## src/hw/rtl/assert_macros.svh

```systemverilog
// ----------------------------------------------------------------------------
// assert_macros
// Assertion helper macros; empty bodies when SYNTHESIS is defined.
// ----------------------------------------------------------------------------
`ifndef ASSERT_MACROS_SVH
`define ASSERT_MACROS_SVH
`ifndef SYNTHESIS
`define ASSERT_IMPLIES(label, clk, rst_n, pre, post) \
  label: assert property (@(posedge clk) disable iff (!rst_n) (pre) |-> (post)) \
    else $error("assertion failed");
`define ASSERT_NEXT(label, clk, rst_n, pre, post) \
  label: assert property (@(posedge clk) disable iff (!rst_n) (pre) |=> (post)) \
    else $error("assertion failed");
`else
`define ASSERT_IMPLIES(label, clk, rst_n, pre, post)
`define ASSERT_NEXT(label, clk, rst_n, pre, post)
`endif
`endif

```

## src/hw/rtl/arvm_pkg.sv

```systemverilog
// ----------------------------------------------------------------------------
// arvm_pkg
// Shared types and constants of the adaptive rank value mapper.
// ----------------------------------------------------------------------------
package arvm_pkg;
  localparam int unsigned FieldW  = 10;
  localparam int unsigned MappedW = 18;
  localparam int unsigned FracW   = 8;
  localparam int unsigned CfgIdxW = 1;
  localparam logic [CfgIdxW-1:0] CFG_RANK_LIM  = 1'b0;
  localparam logic [CfgIdxW-1:0] CFG_OUT_SCALE = 1'b1;
  localparam logic [FieldW-1:0]  FullScale = 10'd1023;

  // Commands from the controller to the datapath.
  typedef struct packed {
    logic load;       // capture sample, start of item
    logic clr_step;   // one step of the clearing pass
    logic scan_step;  // one step of the rank scan
    logic mark;       // write seen bit, bump count
    logic div_init;   // load divider
    logic div_step;   // one quotient bit
    logic out_load;   // capture result
  } arvm_cmd_t;

  // Status from the datapath to the controller.
  typedef struct packed {
    logic clip;
    logic clr_done;
    logic scan_done;
    logic div_done;
  } arvm_sts_t;
endpackage

```

## src/hw/rtl/arvm_stream_if.sv

```systemverilog
// ----------------------------------------------------------------------------
// arvm_stream_if
// Valid/ready channel carrying a generic payload.
// ----------------------------------------------------------------------------
interface arvm_stream_if #(
  parameter int unsigned W = 10
);
  logic         valid;
  logic         ready;
  logic [W-1:0] data;
  modport source (output valid, output data, input ready);
  modport sink   (input valid, input data, output ready);
endinterface

```

## src/hw/rtl/arvm_ram.sv

```systemverilog
// ----------------------------------------------------------------------------
// arvm_ram
// Generic single-port RAM with registered read.
// ----------------------------------------------------------------------------
module arvm_ram #(
  parameter int unsigned WIDTH = 1,
  parameter int unsigned DEPTH = 1024
) (
  input  logic                     clk,
  input  logic                     we,
  input  logic [$clog2(DEPTH)-1:0] addr,
  input  logic [WIDTH-1:0]         wdata,
  output logic [WIDTH-1:0]         rdata
);
  logic [WIDTH-1:0] mem [DEPTH];
  always_ff @(posedge clk) begin
    if (we) mem[addr] <= wdata;
    rdata <= mem[addr];
  end
endmodule

```

## src/hw/rtl/arvm_datapath.sv

```systemverilog
// ----------------------------------------------------------------------------
// arvm_datapath
// Seen bitmap, rank scan counter, distinct count and restoring divider.
// ----------------------------------------------------------------------------
`include "assert_macros.svh"
module arvm_datapath #(
  parameter int unsigned VALUE_RANGE = 1024
) (
  input  logic                                clk,
  input  logic                                rst_n,
  input  arvm_pkg::arvm_cmd_t                 cmd,
  output arvm_pkg::arvm_sts_t                 sts,
  input  logic [arvm_pkg::FieldW-1:0]         sample,
  input  logic [arvm_pkg::FieldW-1:0]         rank_lim,
  input  logic [arvm_pkg::FieldW-1:0]         out_scale,
  output logic [arvm_pkg::MappedW-1:0]        mapped,
  output logic                                newly_seen,
  output logic                                clipped
);
  localparam int unsigned AW  = $clog2(VALUE_RANGE);
  localparam int unsigned CW  = AW + 1;
  localparam int unsigned NW  = CW + arvm_pkg::FieldW + arvm_pkg::FracW;
  localparam int unsigned SCW = $clog2(NW + 1);

  logic [arvm_pkg::FieldW-1:0]  samp_r;
  logic [AW-1:0]                samp_a;     // sample as a bitmap address
  logic [AW:0]                  addr_r;     // sweep address, top bit ends it
  logic [CW-1:0]                below_r, count_r;
  logic                         first_r;    // first scan cycle, no read data yet
  logic                         seen_r;
  logic [NW-1:0]                num_r;
  logic [CW:0]                  rem_r;
  logic [SCW-1:0]               dcnt_r;
  logic [arvm_pkg::MappedW-1:0] mapped_r;
  logic                         newly_r, clip_r;
  logic                         rd;
  logic                         ram_we;
  logic [AW-1:0]                ram_addr;
  logic [CW:0]                  trial;
  logic [CW-1:0]                pos;
  logic [CW+arvm_pkg::FieldW-1:0] prod;

  assign samp_a = AW'(samp_r);

  // Clip: above rank_lim or beyond the bitmap.
  assign sts.clip = (samp_r > rank_lim) ||
                    ({{(32-arvm_pkg::FieldW){1'b0}}, samp_r} >= 32'(VALUE_RANGE));
  assign sts.clr_done  = addr_r[AW];
  // Scan reads entries 0..sample; the last read returns the sample's own bit.
  assign sts.scan_done = !first_r && (addr_r[AW-1:0] == samp_a + AW'(1));
  assign sts.div_done  = (dcnt_r == '0);

  assign ram_we   = cmd.clr_step || cmd.mark;
  assign ram_addr = cmd.mark ? samp_a : addr_r[AW-1:0];

  arvm_ram #(.WIDTH(1), .DEPTH(VALUE_RANGE)) u_seen (
    .clk   (clk),
    .we    (ram_we),
    .addr  (ram_addr),
    .wdata (cmd.mark),
    .rdata (rd)
  );

  assign pos   = below_r + CW'(!seen_r);
  assign prod  = (CW+arvm_pkg::FieldW)'(pos) * (CW+arvm_pkg::FieldW)'(out_scale);
  assign trial = {rem_r[CW-1:0], num_r[NW-1]};

  // Sweep counter, rank count and divider registers.
  always_ff @(posedge clk) begin
    if (!rst_n) begin
      addr_r  <= '0;
      count_r <= '0;
      first_r <= 1'b0;
      dcnt_r  <= '0;
    end else begin
      if (cmd.clr_step) addr_r <= addr_r + 1'b1;
      if (cmd.load) begin
        addr_r  <= '0;
        below_r <= '0;
        first_r <= 1'b1;
      end
      if (cmd.scan_step) begin
        addr_r  <= addr_r + 1'b1;
        first_r <= 1'b0;
        if (!first_r) begin
          if (addr_r[AW-1:0] == samp_a + AW'(1)) seen_r <= rd;
          else below_r <= below_r + CW'(rd);
        end
      end
      if (cmd.mark && !seen_r) count_r <= count_r + 1'b1;
      if (cmd.div_init) begin
        num_r  <= NW'({prod, {arvm_pkg::FracW{1'b0}}});
        rem_r  <= '0;
        dcnt_r <= SCW'(NW);
      end
      if (cmd.div_step) begin
        if (trial >= {1'b0, count_r}) begin
          rem_r <= trial - {1'b0, count_r};
          num_r <= {num_r[NW-2:0], 1'b1};
        end else begin
          rem_r <= trial;
          num_r <= {num_r[NW-2:0], 1'b0};
        end
        dcnt_r <= dcnt_r - 1'b1;
      end
    end
  end

  always_ff @(posedge clk) begin
    if (cmd.load) samp_r <= sample;
    if (cmd.out_load) begin
      if (sts.clip) begin
        mapped_r <= arvm_pkg::MappedW'({out_scale, {arvm_pkg::FracW{1'b0}}});
        newly_r  <= 1'b0;
        clip_r   <= 1'b1;
      end else begin
        mapped_r <= num_r[arvm_pkg::MappedW-1:0];
        newly_r  <= !seen_r;
        clip_r   <= 1'b0;
      end
    end
  end

  assign mapped     = mapped_r;
  assign newly_seen = newly_r;
  assign clipped    = clip_r;

  `ASSERT_IMPLIES(a_div_nonzero, clk, rst_n, cmd.div_step, count_r != '0)
  `ASSERT_IMPLIES(a_pos_le_count, clk, rst_n, cmd.div_init, pos <= count_r + CW'(!seen_r))
  `ASSERT_NEXT(a_mark_bumps, clk, rst_n, cmd.mark && !seen_r, count_r == $past(count_r) + 1'b1)
endmodule

```

## src/hw/rtl/arvm_ctrl.sv

```systemverilog
// ----------------------------------------------------------------------------
// arvm_ctrl
// Sequencer: clearing pass, rank scan, mark, divide, result handoff.
// ----------------------------------------------------------------------------
`include "assert_macros.svh"
module arvm_ctrl (
  input  logic                clk,
  input  logic                rst_n,
  input  logic                in_valid,
  output logic                in_ready,
  output logic                out_valid,
  input  logic                out_ready,
  output arvm_pkg::arvm_cmd_t cmd,
  input  arvm_pkg::arvm_sts_t sts
);
  typedef enum logic [6:0] {
    S_CLEAR = 7'b0000001,
    S_IDLE  = 7'b0000010,
    S_CHECK = 7'b0000100,
    S_SCAN  = 7'b0001000,
    S_MARK  = 7'b0010000,
    S_DIV   = 7'b0100000,
    S_DONE  = 7'b1000000
  } state_t;

  state_t state_r, state_nxt;
  logic   ovalid_r, ovalid_nxt;

  // Output register frees when taken; a new item may run meanwhile.
  assign in_ready  = (state_r == S_IDLE);
  assign out_valid = ovalid_r;

  always_comb begin
    state_nxt  = state_r;
    ovalid_nxt = ovalid_r && !out_ready;
    cmd        = '0;
    case (state_r)
      S_CLEAR: begin
        cmd.clr_step = 1'b1;
        if (sts.clr_done) begin
          cmd.clr_step = 1'b0;
          state_nxt    = S_IDLE;
        end
      end
      S_IDLE: begin
        if (in_valid) begin
          cmd.load  = 1'b1;
          state_nxt = S_CHECK;
        end
      end
      S_CHECK: state_nxt = sts.clip ? S_DONE : S_SCAN;
      S_SCAN: begin
        cmd.scan_step = 1'b1;
        if (sts.scan_done) state_nxt = S_MARK;
      end
      S_MARK: begin
        cmd.mark  = 1'b1;
        state_nxt = S_DIV;
      end
      S_DIV: begin
        if (!sts.div_done) cmd.div_step = 1'b1;
        else state_nxt = S_DONE;
      end
      S_DONE: begin
        if (!ovalid_r || out_ready) begin
          cmd.out_load = 1'b1;
          ovalid_nxt   = 1'b1;
          state_nxt    = S_IDLE;
        end
      end
      default: state_nxt = S_CLEAR;
    endcase
    // Divider loads the cycle the count is bumped.
    cmd.div_init = (state_r == S_MARK);
  end

  always_ff @(posedge clk) begin
    if (!rst_n) begin
      state_r  <= S_CLEAR;
      ovalid_r <= 1'b0;
    end else begin
      state_r  <= state_nxt;
      ovalid_r <= ovalid_nxt;
    end
  end

  `ASSERT_IMPLIES(a_onehot, clk, rst_n, 1'b1, $onehot(state_r))
  `ASSERT_IMPLIES(a_no_drop, clk, rst_n, cmd.out_load, !ovalid_r || out_ready)
  `ASSERT_NEXT(a_load_check, clk, rst_n, cmd.load, state_r == S_CHECK)
endmodule

```

## src/hw/rtl/adaptive_rank_value_mapper.sv

```systemverilog
// ----------------------------------------------------------------------------
// adaptive_rank_value_mapper
// Ranks samples among distinct values seen and scales rank to full scale.
// ----------------------------------------------------------------------------
//  channel  dir  payload
//  in_      in   sample[9:0]
//  out_     out  mapped[17:0], newly_seen, clipped
//  cfg_     in   index[0], data[9:0] (0 rank limit, 1 output full scale)
//
//  After reset a clearing pass zeroes the bitmap; no sample is taken
//  meanwhile. A ranked sample passes through accept, check, scan cycles (one
//  bitmap read each), mark, divider cycles (one quotient bit each) and a
//  final done check, then the result load. A clipped sample passes through
//  accept, check and the result load.
//  The result register holds while out_ready is low; the next item may run.
// ----------------------------------------------------------------------------
module adaptive_rank_value_mapper #(
  parameter int unsigned VALUE_RANGE = 1024
) (
  input  logic                clk,
  input  logic                rst_n,
  arvm_stream_if.sink         in_ch,
  arvm_stream_if.source       out_ch,
  arvm_stream_if.sink         cfg_ch
);
  arvm_pkg::arvm_cmd_t          cmd;
  arvm_pkg::arvm_sts_t          sts;
  logic [arvm_pkg::FieldW-1:0]  rank_lim_r, out_scale_r;
  logic [arvm_pkg::MappedW-1:0] mapped;
  logic                         newly_seen, clipped;

  // Configuration registers; always ready.
  assign cfg_ch.ready = 1'b1;
  always_ff @(posedge clk) begin
    if (!rst_n) begin
      rank_lim_r  <= arvm_pkg::FullScale;
      out_scale_r <= arvm_pkg::FullScale;
    end else if (cfg_ch.valid) begin
      case (cfg_ch.data[arvm_pkg::FieldW])
        arvm_pkg::CFG_RANK_LIM:  rank_lim_r  <= cfg_ch.data[arvm_pkg::FieldW-1:0];
        arvm_pkg::CFG_OUT_SCALE: out_scale_r <= cfg_ch.data[arvm_pkg::FieldW-1:0];
        default: ;
      endcase
    end
  end

  arvm_ctrl u_ctrl (
    .clk       (clk),
    .rst_n     (rst_n),
    .in_valid  (in_ch.valid),
    .in_ready  (in_ch.ready),
    .out_valid (out_ch.valid),
    .out_ready (out_ch.ready),
    .cmd       (cmd),
    .sts       (sts)
  );

  arvm_datapath #(.VALUE_RANGE(VALUE_RANGE)) u_dp (
    .clk        (clk),
    .rst_n      (rst_n),
    .cmd        (cmd),
    .sts        (sts),
    .sample     (in_ch.data),
    .rank_lim   (rank_lim_r),
    .out_scale  (out_scale_r),
    .mapped     (mapped),
    .newly_seen (newly_seen),
    .clipped    (clipped)
  );

  assign out_ch.data = {mapped, newly_seen, clipped};
endmodule

```

## src/flat_wrapper.sv

```systemverilog
// flat-port wrapper written by rule: the top's interface ports become plain ports
module adaptive_rank_value_mapper_flat 
#(
  parameter int unsigned VALUE_RANGE = 1024
)
  (clk, rst_n, in_ch_valid, in_ch_data, in_ch_ready, out_ch_valid, out_ch_data, out_ch_ready, cfg_ch_valid, cfg_ch_data, cfg_ch_ready);
  arvm_stream_if #(.W(arvm_pkg::FieldW)) in_ch_i ();
  arvm_stream_if #(.W(arvm_pkg::MappedW + 2)) out_ch_i ();
  arvm_stream_if #(.W(arvm_pkg::FieldW + 1)) cfg_ch_i ();
  input  logic clk;
  input  logic rst_n;
  input wire logic [$bits(in_ch_i.valid)-1:0] in_ch_valid;
  input wire logic [$bits(in_ch_i.data)-1:0] in_ch_data;
  output wire logic [$bits(in_ch_i.ready)-1:0] in_ch_ready;
  output wire logic [$bits(out_ch_i.valid)-1:0] out_ch_valid;
  output wire logic [$bits(out_ch_i.data)-1:0] out_ch_data;
  input wire logic [$bits(out_ch_i.ready)-1:0] out_ch_ready;
  input wire logic [$bits(cfg_ch_i.valid)-1:0] cfg_ch_valid;
  input wire logic [$bits(cfg_ch_i.data)-1:0] cfg_ch_data;
  output wire logic [$bits(cfg_ch_i.ready)-1:0] cfg_ch_ready;
  assign in_ch_i.valid = in_ch_valid;
  assign in_ch_i.data = in_ch_data;
  assign in_ch_ready = in_ch_i.ready;
  assign out_ch_valid = out_ch_i.valid;
  assign out_ch_data = out_ch_i.data;
  assign out_ch_i.ready = out_ch_ready;
  assign cfg_ch_i.valid = cfg_ch_valid;
  assign cfg_ch_i.data = cfg_ch_data;
  assign cfg_ch_ready = cfg_ch_i.ready;
  adaptive_rank_value_mapper #(.VALUE_RANGE(VALUE_RANGE)) u_core (.clk(clk), .rst_n(rst_n), .in_ch(in_ch_i), .out_ch(out_ch_i), .cfg_ch(cfg_ch_i));
endmodule
```

## config.mk

```make
export PLATFORM = sky130hd
export DESIGN_NAME = adaptive_rank_value_mapper_flat
export DESIGN_NICKNAME = d
export VERILOG_FILES = /design/src/hw/rtl/arvm_pkg.sv /design/src/hw/rtl/arvm_stream_if.sv /design/src/hw/rtl/arvm_ram.sv /design/src/hw/rtl/arvm_datapath.sv /design/src/hw/rtl/arvm_ctrl.sv /design/src/hw/rtl/adaptive_rank_value_mapper.sv /design/src/flat_wrapper.sv
export VERILOG_INCLUDE_DIRS = /design/src /design/src/hw/rtl
export SDC_FILE = /design/constraint.sdc
export NUM_CORES = 2
export LEC_CHECK = 0
export BUFFER_PORTS_ARGS = -buffer_cell sky130_fd_sc_hd__buf_2
export CAP_MARGIN = 20
export CORE_ASPECT_RATIO = 1.25
export CORE_UTILIZATION = 25
export DETAILED_ROUTE_END_ITERATION = 10
export GPL_TIMING_DRIVEN = 0
export SYNTH_ARGS = -nofsm -noshare
export SYNTH_HDL_FRONTEND = slang
export SYNTH_SLANG_ARGS = --single-unit
```

## constraint.sdc

```tcl
create_clock -name clk -period 24.1 [get_ports clk]
set_clock_uncertainty 0.05 [all_clocks]
set_input_delay 4.82 -clock clk [delete_from_list [all_inputs] [get_ports clk]]
set_output_delay 4.82 -clock clk [all_outputs]
set_load 0.05 [all_outputs]
```

== After elaboration in Yosys (flattened, before gate mapping) ==
Memories as Yosys holds them, arrays and structs flattened. A register that Yosys moved wholly into a read port is not among the register bits.
Cells that the tools add are included.
W data, S select, Z words.
Storage, ports and cells
  output and inout bits: 23
  logic and storage cells: 101
  bits in read-only memories: 0
  register bits after elaboration: 138
  memories: 1
  latch bits: 0
  bits in writable memories: 1024
Operators by class
  $mul: 1
  eq/ne operators: 13
  div/mod/pow operators: 0
  $add $sub $neg: 7
  order comparisons: 2
  mux-type cells: 39
  reduce and logical (&&, ||, !) cells: 18
  shift operators: 0
  bitwise logic cells: 3
Memories
  u_core.u_dp.u_seen.mem: depth 1024, width 1, read ports 1, clocked after memory_dff 1, wr ports 1, RTL line arvm_ram.sv:15  | logic [WIDTH-1:0] mem [DEPTH];
Operator list (number)
  $mux W11: 10
  $mux W29: 2
  $pmux W7 S7: 1
  $mux W7: 6
  $add A11 B1 Y11: 2
  $add A11 B1 Y11 const B: 2
  $mul A11 B10 Y21: 1
  $mux W18: 1
  $mux W1: 16
  $ge A12 B11 Y1: 1
  $sub A11 B11 Y11: 1
  $add A10 B1 Y10 const B: 1
  $eq A10 B10 Y1: 1
  $gt A10 B10 Y1: 1
  $mux W10: 1
  $mux W5: 2
  $ne A2 B2 Y1 const B: 4
  $eq A7 B1 Y1 const B: 1
  $eq A7 B2 Y1 const B: 1
  $eq A7 B3 Y1 const B: 1
  $eq A7 B4 Y1 const B: 1
  $eq A7 B5 Y1 const B: 1
  $eq A7 B6 Y1 const B: 1
  $eq A7 B7 Y1 const B: 1
  13 further kinds: 23

== Depth between registers and ports, before layout ==
  depth in word-level cells: 6
  mapped depth: 28
  gate-level depth less buffers: 27

== Cells and area by module ==
From an unflattened synthesis, not the netlist that was laid out.
Second synthesis, totals
  cell total of the unflattened synthesis: 4542
  area, all modules: 55540.8 sq um
Modules (own cells, without submodules)
  arvm_ram: sequential area each 30769.5 sq um, area each 44337.5 sq um, cells an instance 3369, times used 1
  arvm_datapath: sequential area each 3022.9 sq um, area each 9731.8 sq um, cells an instance 1005, times used 1
  adaptive_rank_value_mapper: sequential area each 400.4 sq um, area each 847.1 sq um, cells an instance 95, times used 1
  arvm_ctrl: sequential area each 160.2 sq um, area each 624.3 sq um, cells an instance 73, times used 1

== Worst setup path after synthesis ==
OpenSTA, ideal clock, no wires.
  kind: reg-to-reg
  from: register u_core.u_ctrl.state_r[2]
  to: memory u_core.u_dp.u_seen.mem[262] (enable)
  arrival: 16643 ps
  period minus slack after synthesis: 16993 ps
  required time: 23750 ps
  setup time: 300 ps
  slack: 7107 ps
  stages on the path, launching flop included: 9
  cell sequence: dfxtp_1 > nor3_1 > clkbuf_1 > and4b_1 > nor2_1 > nor2_1 > nand2_1 > clkbuf_1 > nor2_1
RTL lines
  from (decl): RTL line arvm_ctrl.sv:26  | state_t state_r, state_nxt;
  from (signal assigned): RTL line arvm_ctrl.sv:82  | state_r <= state_nxt;
  to (decl): RTL line arvm_ram.sv:15

== Worst setup path in the final report ==
  from: register u_core.u_ctrl.state_r[2]
  to: output port in_ch_ready
Between the ends
  cells in the longest elaborated chain, start to end: 1
RTL lines
  $eq A7 B2 Y1: RTL line arvm_ctrl.sv:30  | assign in_ready = (state_r == S_IDLE);
  to (decl): RTL line flat_wrapper.sv:14  | output wire logic [$bits(in_ch_i.ready)-1:0] in_ch_ready;
No other way between the ends.

==> results.ini <==
[critical_path]
setup.worst_path.end = in_ch_ready
worst_ep_arrival_time_ns = 2.69
worst_r2r_endpoint = u_core.u_dp.num_r[28]
start_kind = flip-flop
setup.worst_path.end_class = primary output
r2r_start = u_core.u_dp.below_r[2]
path_max_fanout = 9
reg2reg_slack_ns = 16.59
kind_of_critical_path = flip-flop to primary output
timing.critical_path.required_ns = 19.23
worst_r2r_path_depth = 26
beginning_of_the_critical_path = u_core.u_ctrl.state_r[2]

[timing]
timing.fmax_ghz = 0.132
normalized_max_slew_margin_pct = 12.5
rsz0062_at_grt = no
transition_time_at_the_pin_with_the_least_slew_margin_ns = 1.31
final_worst_path_period_share_pct = 31.4
final_hold_viol_count = 0
timing.final.max_slew_violations = 0
finalSetupViolCount = 0
min_period_ns = 7.56

[floorplanning]
fp.dieH_um = 518
core_um2 = 212000
effective_utilization_at_floorplan_pct = 25.1
io-pin-count = 49
rows = 189
floorplan.die.width_um = 415
die_area_um2 = 215000

[cts]
cts_buffer_depth = 3
cts_hold_buf = 0
cts_inserted_buffers = 119
insertion_delay_ns = 0.76
cts-resized-gates = 0
htree_levels = 3
tritoncts = yes
path_clk_slew_ns = 0.06
cts_root_buffer = sky130_fd_sc_hd__clkbuf_16
postCtsSetupRepairBufs = 0
clkSinkCount = 1163

[hold_path]
min_from = u_core.u_dp.u_seen.rdata
timing.hold.worst.class = flip-flop to flip-flop

[global_routing]
grt_pass1_wl_um = 283000
grt_pass1_vias = 39100
grt.overflow.total = 0
antenna_found_initial = 5
pin_count_of_the_biggest_net_entering_global_routing = 100
gr-usage-all-layers_pct = 18.3

[yosys]
top_ff_cell_synth = sky130_fd_sc_hd__edfxtp_1
ys_async_sr_fraction_pct = 0
synth_commonest_cells = sky130_fd_sc_hd__nor2_1, sky130_fd_sc_hd__edfxtp_1, sky130_fd_sc_hd__a22oi_1
mappedNetlistArea_um2 = 53300
ffs_latches_synth = 1163
yosys.cell_count.top_type = sky130_fd_sc_hd__nor2_1
synthDominantAreaCellType = sky130_fd_sc_hd__edfxtp_1
ys.warnings.count = 0
post_synth_main_area_contributors = sky130_fd_sc_hd__edfxtp_1, sky130_fd_sc_hd__nor2_1, sky130_fd_sc_hd__a22oi_1
portion_of_the_post_synthesis_area_used_by_sequential_elements_pct = 64.4
synthesis.nets = 4693
syn-instance-count = 4511
avgSynthCellArea_um2 = 11.8
ys_types = 72
fraction_of_synthesized_cell_area_taken_by_the_top_area_cell_type_pct = 62.3
synth_edf_count = 1106

[route]
avgRoutedWirePerCell_um = 26.8
drtAntennaViolNets = 0
per_cell_via_count_in_the_routed_design = 5.35
drt_pre_antenna_iters = 9
drcViolationCount = 0
drt_iter0_drc = 6342
via_count = 40700
detail_route.wirelength_um = 204000

[run]
drv_cap = 0

[cells_and_area]
instances_no_fill = 7618
nets = 4927
fill_cell_instance_count_of_the_final_layout = 21600
layout-drive-gt1-share_pct = 8.73
flow.area_growth_from_synthesis_pct = 15.9

[placement]
placed_cells_incl_taps = 7388
place.detailed.hpwl_um = 137000
port_buffers = 47
finalWeightedCongestion = 0.950

[pwr]
p_per_area_nw_per_um2 = 103
worst_ir_drop_vdd_uv = 107
total_power_w = 0.00636
leakage_nw = 20.9

[outcome]
status = finished clean

## layout make-up
class | count | area [µm²] | area share (%)
clock inverters | 60 | 483 | 0.781
repair buffers | 113 | 1350 | 2.18
well taps | 2769 | 3460 | 5.60
multi-input cells | 2860 | 16900 | 27.3
flip-flops and latches | 1163 | 34400 | 55.6
diodes | 6 | 15.0 | 0.0243
clock buffers | 159 | 3150 | 5.09
inverters | 108 | 405 | 0.656
plain buffers | 380 | 1740 | 2.82
## worst max-delay path: stages, from the launching register on
cell	delay (ns)
sky130_fd_sc_hd__dfxtp_1	0.34
sky130_fd_sc_hd__or3_1	0.37
sky130_fd_sc_hd__buf_2	0.22
sky130_fd_sc_hd__nor3_1	0.31
sky130_fd_sc_hd__nand3_1	0.18
sky130_fd_sc_hd__inv_1	0.22
sky130_fd_sc_hd__buf_2	0.31
## state kept, by name, indices dropped and copies added (netlist names)
name                      count
u_core.u_dp.dcnt_r            5
u_core.u_dp.num_r            29
u_core.u_dp.samp_a           10
u_core.u_dp.mapped           18
u_core.u_dp.rem_r            11
u_core.u_ctrl.out_valid       1
u_core.out_scale_r           10
u_core.u_dp.clipped           1
u_core.u_dp.u_seen.rdata      1
u_core.u_dp.below_r          11
u_core.u_dp.count_r          11
u_core.u_dp.u_seen.mem     1024
u_core.u_dp.first_r           1
u_core.u_dp.newly_seen        1
u_core.u_dp.addr_r           11
u_core.rank_lim_r            10
u_core.u_ctrl.state_r         7
u_core.u_dp.seen_r            1
## stage by stage
step	setup TNS, ns	hold WS (ns)	utilization [%]	setup WS [ns]	area (µm²)
after global routing	0	0.424	29.1	16.01	61800
after global placement	-7015.40	0.390	26.9	-5.71	57000
final	0	0.418	29.1	16.54	61800
after floorplan	0	0.362	-	7.11	53300
after detailed placement	0	0.402	27.4	16.58	58100
after CTS	0	0.416	29.1	16.53	61700
## layer usage
layer / vias to the layer above / part of all wire [%] / GRT usage (%)
met5: - / 0.011 / 0
met3: 775 / 12 / 5.17
met4: 4 / 7.5 / 11.6
li1: 16800 / - / -
met1: 20300 / 35 / 21.4
met2: 2836 / 46 / 29.5
## cells in the final DEF (no fill, tap or decap), types with 11 or more instances in the layout
cell type	n
sky130_fd_sc_hd__a22o_1	60
sky130_fd_sc_hd__nor4_1	59
sky130_fd_sc_hd__dfxtp_1	57
sky130_fd_sc_hd__o21a_1	11
sky130_fd_sc_hd__nand2b_1	15
sky130_fd_sc_hd__o21ai_0	39
sky130_fd_sc_hd__nand2_1	229
sky130_fd_sc_hd__a21o_1	12
sky130_fd_sc_hd__clkinv_1	27
sky130_fd_sc_hd__o211ai_1	16
sky130_fd_sc_hd__buf_6	27
sky130_fd_sc_hd__nor3_1	31
sky130_fd_sc_hd__nand3_1	48
sky130_fd_sc_hd__clkinv_2	19
sky130_fd_sc_hd__mux2i_1	15
sky130_fd_sc_hd__clkbuf_1	243
sky130_fd_sc_hd__nor2_1	1124
sky130_fd_sc_hd__nand4_1	12
sky130_fd_sc_hd__inv_1	108
sky130_fd_sc_hd__ha_1	85
sky130_fd_sc_hd__buf_4	12
sky130_fd_sc_hd__buf_2	139
sky130_fd_sc_hd__edfxtp_1	1106
sky130_fd_sc_hd__and2_1	86
sky130_fd_sc_hd__a22oi_1	409
sky130_fd_sc_hd__buf_1	51
sky130_fd_sc_hd__clkbuf_16	120
sky130_fd_sc_hd__xnor2_1	43
sky130_fd_sc_hd__buf_8	46
sky130_fd_sc_hd__nor2b_1	23
sky130_fd_sc_hd__a221oi_1	44
sky130_fd_sc_hd__fa_1	71
sky130_fd_sc_hd__a21oi_1	258
sky130_fd_sc_hd__o22ai_1	22
sky130_fd_sc_hd__xor2_1	21
## power by group
group / switching, W / internal, W / total [W]
Combinational: 0.00159 / 0.000697 / 0.00229
Clock: 0.000813 / 0.000977 / 0.00179
Sequential: 0.0000130 / 0.00226 / 0.00228
## worst min-delay path by stage
stage / to / slack [ns] / cells past startpoint
floorplan: u_core.u_dp.seen_r / 0.36 / 0
global placement: u_core.u_dp.seen_r / 0.39 / 0
detailed placement: u_core.u_dp.seen_r / 0.40 / 0
CTS: u_core.u_dp.seen_r / 0.42 / 0
global route: u_core.u_dp.seen_r / 0.42 / 0
finish: u_core.u_dp.seen_r / 0.42 / 0
## cells by family (layout without fill, tap and decap cells)
group	Yosys count	count (layout)	synth area share [%]
AOI/OAI and AO/OA	941	941	12.1
xor gates and xnor gates	64	64	1.05
adders and majority gates	156	156	4.66
buffers and inverters	488	820	4.03
DFF	1163	1163	64.4
muxes	25	25	0.493
other	1	7	0.00703
and+or+nand+nor	1673	1673	13.2
Power figures use the tool's default switching activity.
